===== config.mk =====
export PLATFORM = sky130hd
export DESIGN_NAME = page_frame_table_oldest_evict_core_flat
export DESIGN_NICKNAME = d
export VERILOG_FILES = /design/src/pfto_pkg.sv /design/src/pfto_if.sv /design/src/pfto_ram.sv /design/src/page_frame_table_oldest_evict_core.sv /design/src/flat_wrapper.sv
export VERILOG_INCLUDE_DIRS = /design/src /design/src/src
export SDC_FILE = /design/constraint.sdc
export NUM_CORES = 1
export LEC_CHECK = 0
export ABC_AREA = 0
export BUFFER_PORTS_ARGS = -buffer_cell sky130_fd_sc_hd__clkbuf_2
export CORE_MARGIN = 3
export CORE_UTILIZATION = 25
export CTS_BUF_LIST = sky130_fd_sc_hd__clkbuf_8
export CTS_CLUSTER_DIAMETER = 40
export CTS_CLUSTER_SIZE = 8
export DETAILED_ROUTE_END_ITERATION = 8
export GPL_ROUTABILITY_DRIVEN = 1
export SETUP_SLACK_MARGIN = 0.1
export SYNTH_ARGS = -nofsm -noshare
export SYNTH_HDL_FRONTEND = slang
export SYNTH_SLANG_ARGS = --single-unit
export TNS_END_PERCENT = 100

===== constraint.sdc =====
create_clock -name clk_i -period 13.58 [get_ports clk_i]
set_clock_uncertainty 0.15 [all_clocks]
set_input_delay 1.358 -clock clk_i [delete_from_list [all_inputs] [get_ports clk_i]]
set_output_delay 1.358 -clock clk_i [all_outputs]
set_load 0.01 [all_outputs]

===== src/assert_macros.svh =====
// Assertion macros shared by the frame table RTL.
`ifndef ASSERT_MACROS_SVH
`define ASSERT_MACROS_SVH

// Clocked property, disabled while the active-low reset is asserted.
`define ASSERT_ON_CLK(label, clk, rst_n, prop, msg) \
  label: assert property (@(posedge clk) disable iff (!rst_n) prop) else $error(msg);

// Same-cycle implication.
`define ASSERT_IMPLIES(label, clk, rst_n, ante, cons, msg) \
  `ASSERT_ON_CLK(label, clk, rst_n, (ante) |-> (cons), msg)

`endif


===== src/pfto_pkg.sv =====
// Shared types and constants of the frame table with oldest-first eviction.
package pfto_pkg;

  localparam int unsigned CFG_W       = 5;
  localparam logic [4:0]  CFG_RESET   = 5'd16;
  localparam int unsigned OPC_W       = 2;
  localparam int unsigned PID_W       = 16;
  localparam int unsigned PCNT_W      = 5;
  localparam int unsigned STAMP_W     = 32;
  localparam int unsigned FRAME_OUT_W = 4;
  localparam int unsigned MAX_OUT     = 16;

  typedef enum logic [1:0] {
    OP_ALLOC = 2'd0,
    OP_FREE  = 2'd1,
    OP_EVICT = 2'd2,
    OP_NONE  = 2'd3
  } op_e;

  typedef enum logic [1:0] {
    ST_IDLE,
    ST_SCAN,
    ST_EMIT,
    ST_RESP
  } state_e;

  typedef struct packed {
    logic [OPC_W-1:0]   opcode;
    logic [PID_W-1:0]   proc_id;
    logic [PCNT_W-1:0]  page_count;
    logic [STAMP_W-1:0] now;
    logic [PID_W-1:0]   protect_id;
  } in_item_t;

  typedef struct packed {
    logic                   fits;
    logic                   evicted_valid;
    logic [FRAME_OUT_W-1:0] evicted_frame;
    logic                   last;
  } out_item_t;

endpackage


===== src/pfto_if.sv =====
// Valid/ready channel interfaces for request items and result items.
interface pfto_in_if;
  import pfto_pkg::*;

  logic     valid;
  logic     ready;
  in_item_t payload;

  modport source (output valid, output payload, input ready);
  modport sink (input valid, input payload, output ready);
endinterface

interface pfto_out_if;
  import pfto_pkg::*;

  logic      valid;
  logic      ready;
  out_item_t payload;

  modport source (output valid, output payload, input ready);
  modport sink (input valid, input payload, output ready);
endinterface


===== src/pfto_ram.sv =====
// Generic single-write, single-read RAM with registered read data.
module pfto_ram #(
  parameter int unsigned WIDTH = 32,
  parameter int unsigned DEPTH = 16,
  localparam int unsigned AW   = (DEPTH > 1) ? $clog2(DEPTH) : 1
) (
  input  logic             clk_i,
  input  logic             we_i,
  input  logic [AW-1:0]    waddr_i,
  input  logic [WIDTH-1:0] wdata_i,
  input  logic [AW-1:0]    raddr_i,
  output logic [WIDTH-1:0] rdata_o
);

  logic [WIDTH-1:0] mem_q [DEPTH];
  logic [WIDTH-1:0] rdata_q;

  // Write port
  always_ff @(posedge clk_i) begin
    if (we_i) begin
      mem_q[waddr_i] <= wdata_i;
    end
  end

  // Registered read port
  always_ff @(posedge clk_i) begin
    rdata_q <= mem_q[raddr_i];
  end

  assign rdata_o = rdata_q;

endmodule


===== src/page_frame_table_oldest_evict_core.sv =====
// Top level of the frame table: allocate, free owner and evict-oldest sequencer.
//
//  channel | dir | handshake        | payload
//  --------+-----+------------------+-------------------------------------------------
//  in_i    | in  | valid/ready      | opcode, proc_id, page_count, now, protect_id
//  out_o   | out | valid/ready      | fits, evicted_valid, evicted_frame, last
//  cfg     | in  | cfg_we_i only    | cfg_wdata_i -> frames_in_use
//
// One frame is compared per cycle on one shared compare unit fed by the owner and
// stamp RAMs, whose read data is registered. Allocate and free make one pass over the
// managed frames; evict makes one pass to count the protected owner's frames, then one
// oldest-search pass per evicted frame, then emits the evicted frames, if any.
// Reset clears all frames to free and frames_in_use to 16; no clearing pass is needed.
// in_i is ready only in idle; a stalled out_o holds the result and stalls the emit and response states.
`include "assert_macros.svh"

module page_frame_table_oldest_evict_core #(
  parameter int unsigned FRAMES  = 16,
  parameter int unsigned ID_BITS = 16
) (
  input  logic                      clk_i,
  input  logic                      rst_ni,
  input  logic                      cfg_we_i,
  input  logic [pfto_pkg::CFG_W-1:0] cfg_wdata_i,
  pfto_in_if.sink                   in_i,
  pfto_out_if.source                out_o
);
  import pfto_pkg::*;

  localparam int unsigned IDX_W   = (FRAMES > 1) ? $clog2(FRAMES) : 1;
  localparam int unsigned CNT_W   = $clog2(FRAMES + 1);
  localparam int unsigned STEP_W  = ((CNT_W > CFG_W) ? CNT_W : CFG_W) + 1;
  localparam int unsigned TAKEN_W = $clog2(MAX_OUT + 1);

  // Configuration and sequencer state
  logic [CFG_W-1:0] cfg_q;
  state_e           state_q, state_d;

  // Latched request fields
  op_e                op_q, op_d;
  logic [ID_BITS-1:0] pid_q, pid_d;
  logic [ID_BITS-1:0] prot_q, prot_d;
  logic [STAMP_W-1:0] now_q, now_d;

  // Scan pipeline
  logic [CNT_W-1:0] scan_cnt_q, scan_cnt_d;
  logic             p_vld_q, p_vld_d;
  logic [IDX_W-1:0] p_idx_q, p_idx_d;
  logic             min_pass_q, min_pass_d;

  // Frame flags and eviction bookkeeping
  logic [FRAMES-1:0]        used_q, used_d;
  logic [FRAMES-1:0]        gone_q, gone_d;
  logic signed [STEP_W-1:0] steps_q, steps_d;
  logic [TAKEN_W-1:0]       taken_q, taken_d;
  logic [TAKEN_W-1:0]       emit_cnt_q, emit_cnt_d;
  logic [IDX_W-1:0]         emit_idx_q, emit_idx_d;
  logic                     found_q, found_d;
  logic [IDX_W-1:0]         best_idx_q, best_idx_d;
  logic [STAMP_W-1:0]       best_stamp_q, best_stamp_d;
  logic                     res_fits_q, res_fits_d;

  // Output register
  logic      out_vld_q, out_vld_d;
  out_item_t out_q, out_d;

  // Combinational helpers
  logic [CNT_W-1:0]         n_frames;
  logic [ID_BITS-1:0]       owner_rd;
  logic [STAMP_W-1:0]       stamp_rd;
  logic                     accept;
  logic                     issue;
  logic                     pass_end;
  logic                     cur_used;
  logic                     own_match, prot_match;
  logic                     claim, release_hit, prot_hit, cand;
  logic signed [STEP_W-1:0] steps_run, steps_min;
  logic                     found_final;
  logic [IDX_W-1:0]         best_final;
  logic [TAKEN_W-1:0]       taken_nx;
  logic                     min_more;
  logic                     out_free;
  logic                     emit_hit, emit_load, emit_last;
  logic                     resp_load;
  logic                     mem_we;

  // Clamp the managed frame count to the table size
  always_comb begin
    if (32'(cfg_q) > FRAMES) begin
      n_frames = CNT_W'(FRAMES);
    end else begin
      n_frames = CNT_W'(cfg_q);
    end
  end

  assign accept   = in_i.valid && in_i.ready;
  assign out_free = !out_vld_q || out_o.ready;

  // Scan control: issue one read per cycle, process it in the next cycle
  assign issue    = (state_q == ST_SCAN) && (scan_cnt_q < n_frames);
  assign pass_end = (state_q == ST_SCAN) &&
                    ((n_frames == '0) ||
                     (p_vld_q && ((CNT_W'(p_idx_q) + CNT_W'(1)) == n_frames)));

  // Shared compare unit on the frame under inspection
  assign cur_used    = used_q[p_idx_q];
  assign own_match   = (owner_rd == pid_q);
  assign prot_match  = (owner_rd == prot_q);
  assign claim       = (state_q == ST_SCAN) && (op_q == OP_ALLOC) && p_vld_q &&
                       (!cur_used || own_match) && (steps_q > 0);
  assign release_hit = (state_q == ST_SCAN) && (op_q == OP_FREE) && p_vld_q &&
                       cur_used && own_match;
  assign prot_hit    = (state_q == ST_SCAN) && (op_q == OP_EVICT) && !min_pass_q &&
                       p_vld_q && cur_used && prot_match;
  assign cand        = (state_q == ST_SCAN) && (op_q == OP_EVICT) && min_pass_q &&
                       p_vld_q && cur_used && !prot_match &&
                       (!found_q || (stamp_rd < best_stamp_q));

  assign steps_run   = (claim || prot_hit) ? (steps_q - STEP_W'(1)) : steps_q;
  assign steps_min   = steps_q - STEP_W'(1);
  assign found_final = found_q || cand;
  assign best_final  = cand ? p_idx_q : best_idx_q;
  assign taken_nx    = taken_q + TAKEN_W'(found_final);
  assign min_more    = found_final && (steps_min > 0) && (taken_nx < TAKEN_W'(MAX_OUT));

  // Result emission
  assign emit_hit  = gone_q[emit_idx_q];
  assign emit_load = (state_q == ST_EMIT) && emit_hit && out_free;
  assign emit_last = ((emit_cnt_q + TAKEN_W'(1)) == taken_q);
  assign resp_load = (state_q == ST_RESP) && out_free;

  assign mem_we = claim;

  // Owner and stamp storage
  pfto_ram #(
    .WIDTH (ID_BITS),
    .DEPTH (FRAMES)
  ) u_owner_ram (
    .clk_i   (clk_i),
    .we_i    (mem_we),
    .waddr_i (p_idx_q),
    .wdata_i (pid_q),
    .raddr_i (scan_cnt_q[IDX_W-1:0]),
    .rdata_o (owner_rd)
  );

  pfto_ram #(
    .WIDTH (STAMP_W),
    .DEPTH (FRAMES)
  ) u_stamp_ram (
    .clk_i   (clk_i),
    .we_i    (mem_we),
    .waddr_i (p_idx_q),
    .wdata_i (now_q),
    .raddr_i (scan_cnt_q[IDX_W-1:0]),
    .rdata_o (stamp_rd)
  );

  // Next state
  always_comb begin
    state_d = state_q;
    unique case (state_q)
      ST_IDLE: begin
        if (accept) begin
          unique case (op_e'(in_i.payload.opcode))
            OP_ALLOC, OP_FREE, OP_EVICT: state_d = ST_SCAN;
            default:                     state_d = ST_RESP;
          endcase
        end
      end
      ST_SCAN: begin
        if (pass_end) begin
          if (op_q != OP_EVICT) begin
            state_d = ST_RESP;
          end else if (!min_pass_q) begin
            state_d = (steps_run > 0) ? ST_SCAN : ST_RESP;
          end else if (min_more) begin
            state_d = ST_SCAN;
          end else begin
            state_d = (taken_nx == '0) ? ST_RESP : ST_EMIT;
          end
        end
      end
      ST_EMIT: begin
        if (emit_load && emit_last) begin
          state_d = ST_IDLE;
        end
      end
      ST_RESP: begin
        if (out_free) begin
          state_d = ST_IDLE;
        end
      end
      default: state_d = ST_IDLE;
    endcase
  end

  // Datapath and outputs
  always_comb begin
    op_d         = op_q;
    pid_d        = pid_q;
    prot_d       = prot_q;
    now_d        = now_q;
    scan_cnt_d   = scan_cnt_q;
    p_vld_d      = 1'b0;
    p_idx_d      = p_idx_q;
    min_pass_d   = min_pass_q;
    used_d       = used_q;
    gone_d       = gone_q;
    steps_d      = steps_q;
    taken_d      = taken_q;
    emit_cnt_d   = emit_cnt_q;
    emit_idx_d   = emit_idx_q;
    found_d      = found_q;
    best_idx_d   = best_idx_q;
    best_stamp_d = best_stamp_q;
    res_fits_d   = res_fits_q;
    out_vld_d    = out_vld_q && !out_o.ready;
    out_d        = out_q;

    // Latch a new item and clear per-item bookkeeping
    if (accept) begin
      op_d       = op_e'(in_i.payload.opcode);
      pid_d      = ID_BITS'(in_i.payload.proc_id);
      prot_d     = ID_BITS'(in_i.payload.protect_id);
      now_d      = in_i.payload.now;
      steps_d    = STEP_W'(in_i.payload.page_count);
      scan_cnt_d = '0;
      min_pass_d = 1'b0;
      gone_d     = '0;
      taken_d    = '0;
      emit_cnt_d = '0;
      emit_idx_d = '0;
      found_d    = 1'b0;
      res_fits_d = 1'b0;
    end

    // Advance the read pipeline
    if (issue) begin
      p_vld_d    = 1'b1;
      p_idx_d    = scan_cnt_q[IDX_W-1:0];
      scan_cnt_d = scan_cnt_q + CNT_W'(1);
    end

    // Apply the per-frame decision
    if (state_q == ST_SCAN) begin
      steps_d = steps_run;
    end
    if (claim) begin
      used_d[p_idx_q] = 1'b1;
    end
    if (release_hit) begin
      used_d[p_idx_q] = 1'b0;
    end
    if (cand) begin
      found_d      = 1'b1;
      best_idx_d   = p_idx_q;
      best_stamp_d = stamp_rd;
    end

    // Close a pass
    if (pass_end) begin
      scan_cnt_d = '0;
      p_vld_d    = 1'b0;
      if (op_q == OP_ALLOC) begin
        res_fits_d = (steps_run == '0);
      end
      if (op_q == OP_EVICT) begin
        if (!min_pass_q) begin
          min_pass_d = 1'b1;
        end else begin
          steps_d = steps_min;
          if (found_final) begin
            used_d[best_final] = 1'b0;
            gone_d[best_final] = 1'b1;
            taken_d            = taken_nx;
          end
        end
        found_d = 1'b0;
      end
    end

    // Walk the evicted set in ascending order
    if ((state_q == ST_EMIT) && (!emit_hit || emit_load)) begin
      emit_idx_d = emit_idx_q + IDX_W'(1);
    end
    if (emit_load) begin
      emit_cnt_d          = emit_cnt_q + TAKEN_W'(1);
      out_vld_d           = 1'b1;
      out_d.fits          = 1'b0;
      out_d.evicted_valid = 1'b1;
      out_d.evicted_frame = FRAME_OUT_W'(emit_idx_q);
      out_d.last          = emit_last;
    end

    // Single result
    if (resp_load) begin
      out_vld_d           = 1'b1;
      out_d.fits          = res_fits_q;
      out_d.evicted_valid = 1'b0;
      out_d.evicted_frame = '0;
      out_d.last          = 1'b1;
    end
  end

  // Control registers
  always_ff @(posedge clk_i or negedge rst_ni) begin
    if (!rst_ni) begin
      cfg_q      <= CFG_RESET;
      state_q    <= ST_IDLE;
      scan_cnt_q <= '0;
      p_vld_q    <= 1'b0;
      min_pass_q <= 1'b0;
      used_q     <= '0;
      gone_q     <= '0;
      taken_q    <= '0;
      emit_cnt_q <= '0;
      emit_idx_q <= '0;
      found_q    <= 1'b0;
      out_vld_q  <= 1'b0;
    end else begin
      if (cfg_we_i) begin
        cfg_q <= cfg_wdata_i;
      end
      state_q    <= state_d;
      scan_cnt_q <= scan_cnt_d;
      p_vld_q    <= p_vld_d;
      min_pass_q <= min_pass_d;
      used_q     <= used_d;
      gone_q     <= gone_d;
      taken_q    <= taken_d;
      emit_cnt_q <= emit_cnt_d;
      emit_idx_q <= emit_idx_d;
      found_q    <= found_d;
      out_vld_q  <= out_vld_d;
    end
  end

  // Payload registers
  always_ff @(posedge clk_i) begin
    op_q         <= op_d;
    pid_q        <= pid_d;
    prot_q       <= prot_d;
    now_q        <= now_d;
    p_idx_q      <= p_idx_d;
    steps_q      <= steps_d;
    best_idx_q   <= best_idx_d;
    best_stamp_q <= best_stamp_d;
    res_fits_q   <= res_fits_d;
    out_q        <= out_d;
  end

  assign in_i.ready    = (state_q == ST_IDLE);
  assign out_o.valid   = out_vld_q;
  assign out_o.payload = out_q;

  // Checks
  `ASSERT_IMPLIES(a_idle_pipe_empty, clk_i, rst_ni, in_i.ready, !p_vld_q && (scan_cnt_q == '0), "scan pipeline busy while ready")
  `ASSERT_IMPLIES(a_write_alloc_only, clk_i, rst_ni, mem_we, (state_q == ST_SCAN) && (op_q == OP_ALLOC), "frame write outside allocate scan")
  `ASSERT_ON_CLK(a_taken_cap, clk_i, rst_ni, taken_q <= TAKEN_W'(MAX_OUT), "evicted count above limit")
  `ASSERT_ON_CLK(a_busy_after_accept, clk_i, rst_ni, (in_i.valid && in_i.ready) |=> !in_i.ready, "ready right after accept")

endmodule


===== src/flat_wrapper.sv =====
// flat-port wrapper written by rule: the top's interface ports become plain ports
module page_frame_table_oldest_evict_core_flat import pfto_pkg::*;
#(
  parameter int unsigned FRAMES  = 16,
  parameter int unsigned ID_BITS = 16
)
  (clk_i, rst_ni, cfg_we_i, cfg_wdata_i, in_i_valid, in_i_payload, in_i_ready, out_o_valid, out_o_payload, out_o_ready);
  pfto_in_if in_i_i ();
  pfto_out_if out_o_i ();
  input  logic clk_i;
  input  logic rst_ni;
  input  logic cfg_we_i;
  input  logic [pfto_pkg::CFG_W-1:0] cfg_wdata_i;
  input wire logic [$bits(in_i_i.valid)-1:0] in_i_valid;
  input wire logic [$bits(in_i_i.payload)-1:0] in_i_payload;
  output wire logic [$bits(in_i_i.ready)-1:0] in_i_ready;
  output wire logic [$bits(out_o_i.valid)-1:0] out_o_valid;
  output wire logic [$bits(out_o_i.payload)-1:0] out_o_payload;
  input wire logic [$bits(out_o_i.ready)-1:0] out_o_ready;
  assign in_i_i.valid = in_i_valid;
  assign in_i_i.payload = in_i_payload;
  assign in_i_ready = in_i_i.ready;
  assign out_o_valid = out_o_i.valid;
  assign out_o_payload = out_o_i.payload;
  assign out_o_i.ready = out_o_ready;
  page_frame_table_oldest_evict_core #(.FRAMES(FRAMES), .ID_BITS(ID_BITS)) u_core (.clk_i(clk_i), .rst_ni(rst_ni), .cfg_we_i(cfg_we_i), .cfg_wdata_i(cfg_wdata_i), .in_i(in_i_i), .out_o(out_o_i));
endmodule

==> flow_summary_export.csv <==
group,metric,value,unit
min_path,holdCritPathClass,"reg -> reg",
routing,routed_wire_length_per_instance,20.4,um
placement,port-buffer-count,89,
sta,worst_max_slew_pin_slew,1.11,ns
power_and_ir_drop,leakagePower,14.6,nW
sta,fin_crit_sh,35.6,%
yosys,synthArstFlopShare,6.21,%
global_route,wire_length_of_the_first_global_routing_pass,129000,um
power_and_ir_drop,vdd.ir_drop.worst,0.0818,mV
die,design.core.area,153000,sq um
yosys,number_of_enable_type_register_cells_in_the_synthesized_netlist,871,
sta,highest_clock_rate,207,MHz
clock_tree,cts.path.max_buffers,3,
yosys,syn-num-nets,2012,
clock_tree,total_clock_sinks,998,
global_route,grt_util_all_layers,10.9,%
die,initial_core_util,25.3,%
critical_path,end_kind,"register",
sta,final.setup.tns,0,ns
routing,viasPerCell,4.37,
critical_path,crit_path_start_kind,"register",
yosys,synth_ff_type,"edfxtp_1",
power_and_ir_drop,pwr_density_cell,179,nW/um^2
routing,route.detailed.drc,0,
placement,place.detailed.hpwl,47200,um
yosys,ys_ff_latch,998,
sta,final_hold_violating_endpoints,0,
yosys,synthesis.instances,1885,
critical_path,arrival,5.10,ns
sta,drv_slew,0,
global_route,grt_max_degree,64,
routing,postRouteAntennaNets,0,
clock_tree,postCtsResizedCells,0,
layout,layout-area-overhead-vs-synth,15.3,%
outcome,run_status,"finished clean",
clock_tree,root_buffer,"clkbuf_8",
routing,via_count,18500,
layout,final_core_util,29.2,%
layout,final_cell_mix,"edfxtp_1, mux4_2, clkbuf_8",
clock_tree,cts_setup_buffers,0,
yosys,netlist-cell-type-count,65,
sta,finalWorstPathRequiredPeriod,4.83,ns
placement,routabilityCongestion,0.758,
run,max_cap_violations,0,
critical_path,ff2ff_setup_slack,8.75,ns
layout,layout.cells.most_common,"edfxtp_1",
die,die_area,159000,sq um
yosys,postSynthAreaPerCell,20.5,sq um
critical_path,worst-setup-path-type,"reg -> reg",
layout,post_route_cells_drive_above_1_share,27.2,%
yosys,yosys-top-cells-area,"edfxtp_1, mux4_2, dfrtp_1",
clock_tree,tritoncts,"yes",
clock_tree,clock_insertion_delay_worst_skew,0.80,ns
clock_tree,postCtsHoldBufs,0,
yosys,post-synth-top-area-fraction,67.7,%
yosys,synth_top_area_cell,"edfxtp_1",
routing,dr.pass1.iters,5,
routing,routed_wirelength,86300,um
global_route,via_count_of_the_first_global_routing_pass,19600,
yosys,ys_warn_count,0,
routing,drt_iter0_markers,1367,
clock_tree,cts_buffer_count,154,
clock_tree,worst_setup_hold_path_clk_slew,0.06,ns
yosys,netlist_area,38700,sq um
layout,fin_nets,2205,
sta,final-setup-viol-count,0,
die,floorplan.die.height,399,um
die,fp-row-count,143,
die,die_x,399,um
die,pin_count,90,
critical_path,worstPathRequired,13.85,ns
critical_path,worst-path-max-fanout,31,
sta,timing.slew.headroom,25.8,%
sta,grt_setup_unrepaired,"no",
clock_tree,htree_levels,4,
global_route,global_route.overflow_total,0,
global_route,antenna_found_initial,11,
yosys,sequential_fraction_of_the_synthesis_area,75.0,%
==> sequential cells by signal (all words and copies together), names as in the netlist, 6 cells and up <==
register / cells
u_core.pid_q: 16
u_core.used_q: 16
u_core.out_o.payload: 7
u_core.steps_q: 6
u_core.now_q: 32
u_core.u_owner_ram.rdata_o: 16
u_core.prot_q: 16
u_core.u_owner_ram.mem_q: 256
u_core.gone_q: 16
u_core.best_stamp_q: 32
u_core.u_stamp_ram.mem_q: 512
u_core.u_stamp_ram.rdata_o: 32
==> worst max-delay path, cell delays in order (launching register included) <==
cell      delay, ns
edfxtp_1       0.60
xor2_1         0.23
nor4_1         0.54
nand4_1        0.50
a31oi_2        0.63
nand2_1        0.36
nor2_4         0.72
buf_4          0.65
==> kinds of logic after synthesis <==
group                    share of synthesized area (%)
AO/OA/AOI/OAI                                     2.62
multiplexers                                      15.4
adder cells (fa/ha/maj)                           1.49
buffers and inverters                             1.30
XOR/XNOR                                          1.18
flip-flops                                        75.0
AND/OR/NAND/NOR                                   2.95
==> metrics by stage <==
stage | area [sq um] | cells | power, mW | hold WS (ns) | worst slack, ns
2_1_floorplan | 38700 | 1885 | 5.21 | 0.250 | 9.09
3_3_place_gp | 41700 | 3952 | 5.74 | 0.264 | 8.83
3_5_place_dp | 41700 | 3952 | 5.74 | 0.272 | 8.78
4_1_cts | 44500 | 4226 | 8.10 | 0.268 | 8.73
5_1_grt | 44600 | 4228 | 8.39 | 0.296 | 8.49
6_report | 44600 | 4231 | 7.97 | 0.278 | 8.75
==> report_power, final <==
group / switching [mW] / leakage [nW] / internal, mW
clock network: 1.16 / 1.74 / 1.16
registers: 0.327 / 9.22 / 3.66
logic: 0.787 / 3.64 / 0.867
==> layer usage <==
metal,wire length [um],vias to the layer above,track usage [%]
met5,27,-,0
met4,1900,4,3.47
met3,4560,147,2.43
met2,42600,487,17.9
met1,37100,9759,14.1
li1,-,8105,-
==> final cells by class <==
type / count / area (sq um)
clock inverter: 118 / 704
antenna: 5 / 12.5
multi-input combinational: 759 / 9280
fill: 15100 / 108000
inverter: 45 / 171
sequential: 998 / 29000
tap: 2030 / 2540
clock buffer: 156 / 2150
timing repair buffer: 120 / 678
==> synthesized netlist by cell type (all sizes together) (11+ instances only) <==
cell / number
nor2: 57
inv: 45
buf: 17
mux4: 248
nand2b: 16
dfxtp: 65
xor2: 26
o22a: 15
dfrtp: 61
nand2: 64
clkbuf: 66
nor3: 16
o21ai: 45
nand3: 18
ha: 46
a21oi: 16
mux2: 11
mux2i: 24
nand4: 14
edfxtp: 871
o21a: 17
xnor2: 26
a21o: 17
==> worst paths after layout <==
check | start | cells past startpoint | endpoint
max in group asynchronous | rst_ni | 2 | u_core.scan_cnt_q[2]$_DFFE_PN0P_
max | u_core.pid_q[13]$_DFFE_PP_ | 7 | u_core.u_stamp_ram.mem_q[14][9]$_DFFE_PP_
min in group asynchronous | rst_ni | 2 | u_core.emit_cnt_q[2]$_DFFE_PN0P_
min reg2reg | u_core.u_stamp_ram.rdata_o[0]$_DFF_P_ | 0 | u_core.best_stamp_q[0]$_DFFE_PP_
max reg2reg | u_core.pid_q[13]$_DFFE_PP_ | 7 | u_core.u_stamp_ram.mem_q[14][9]$_DFFE_PP_
min | u_core.u_stamp_ram.rdata_o[0]$_DFF_P_ | 0 | u_core.best_stamp_q[0]$_DFFE_PP_
No activity file was read; power rests on OpenSTA's default activity.
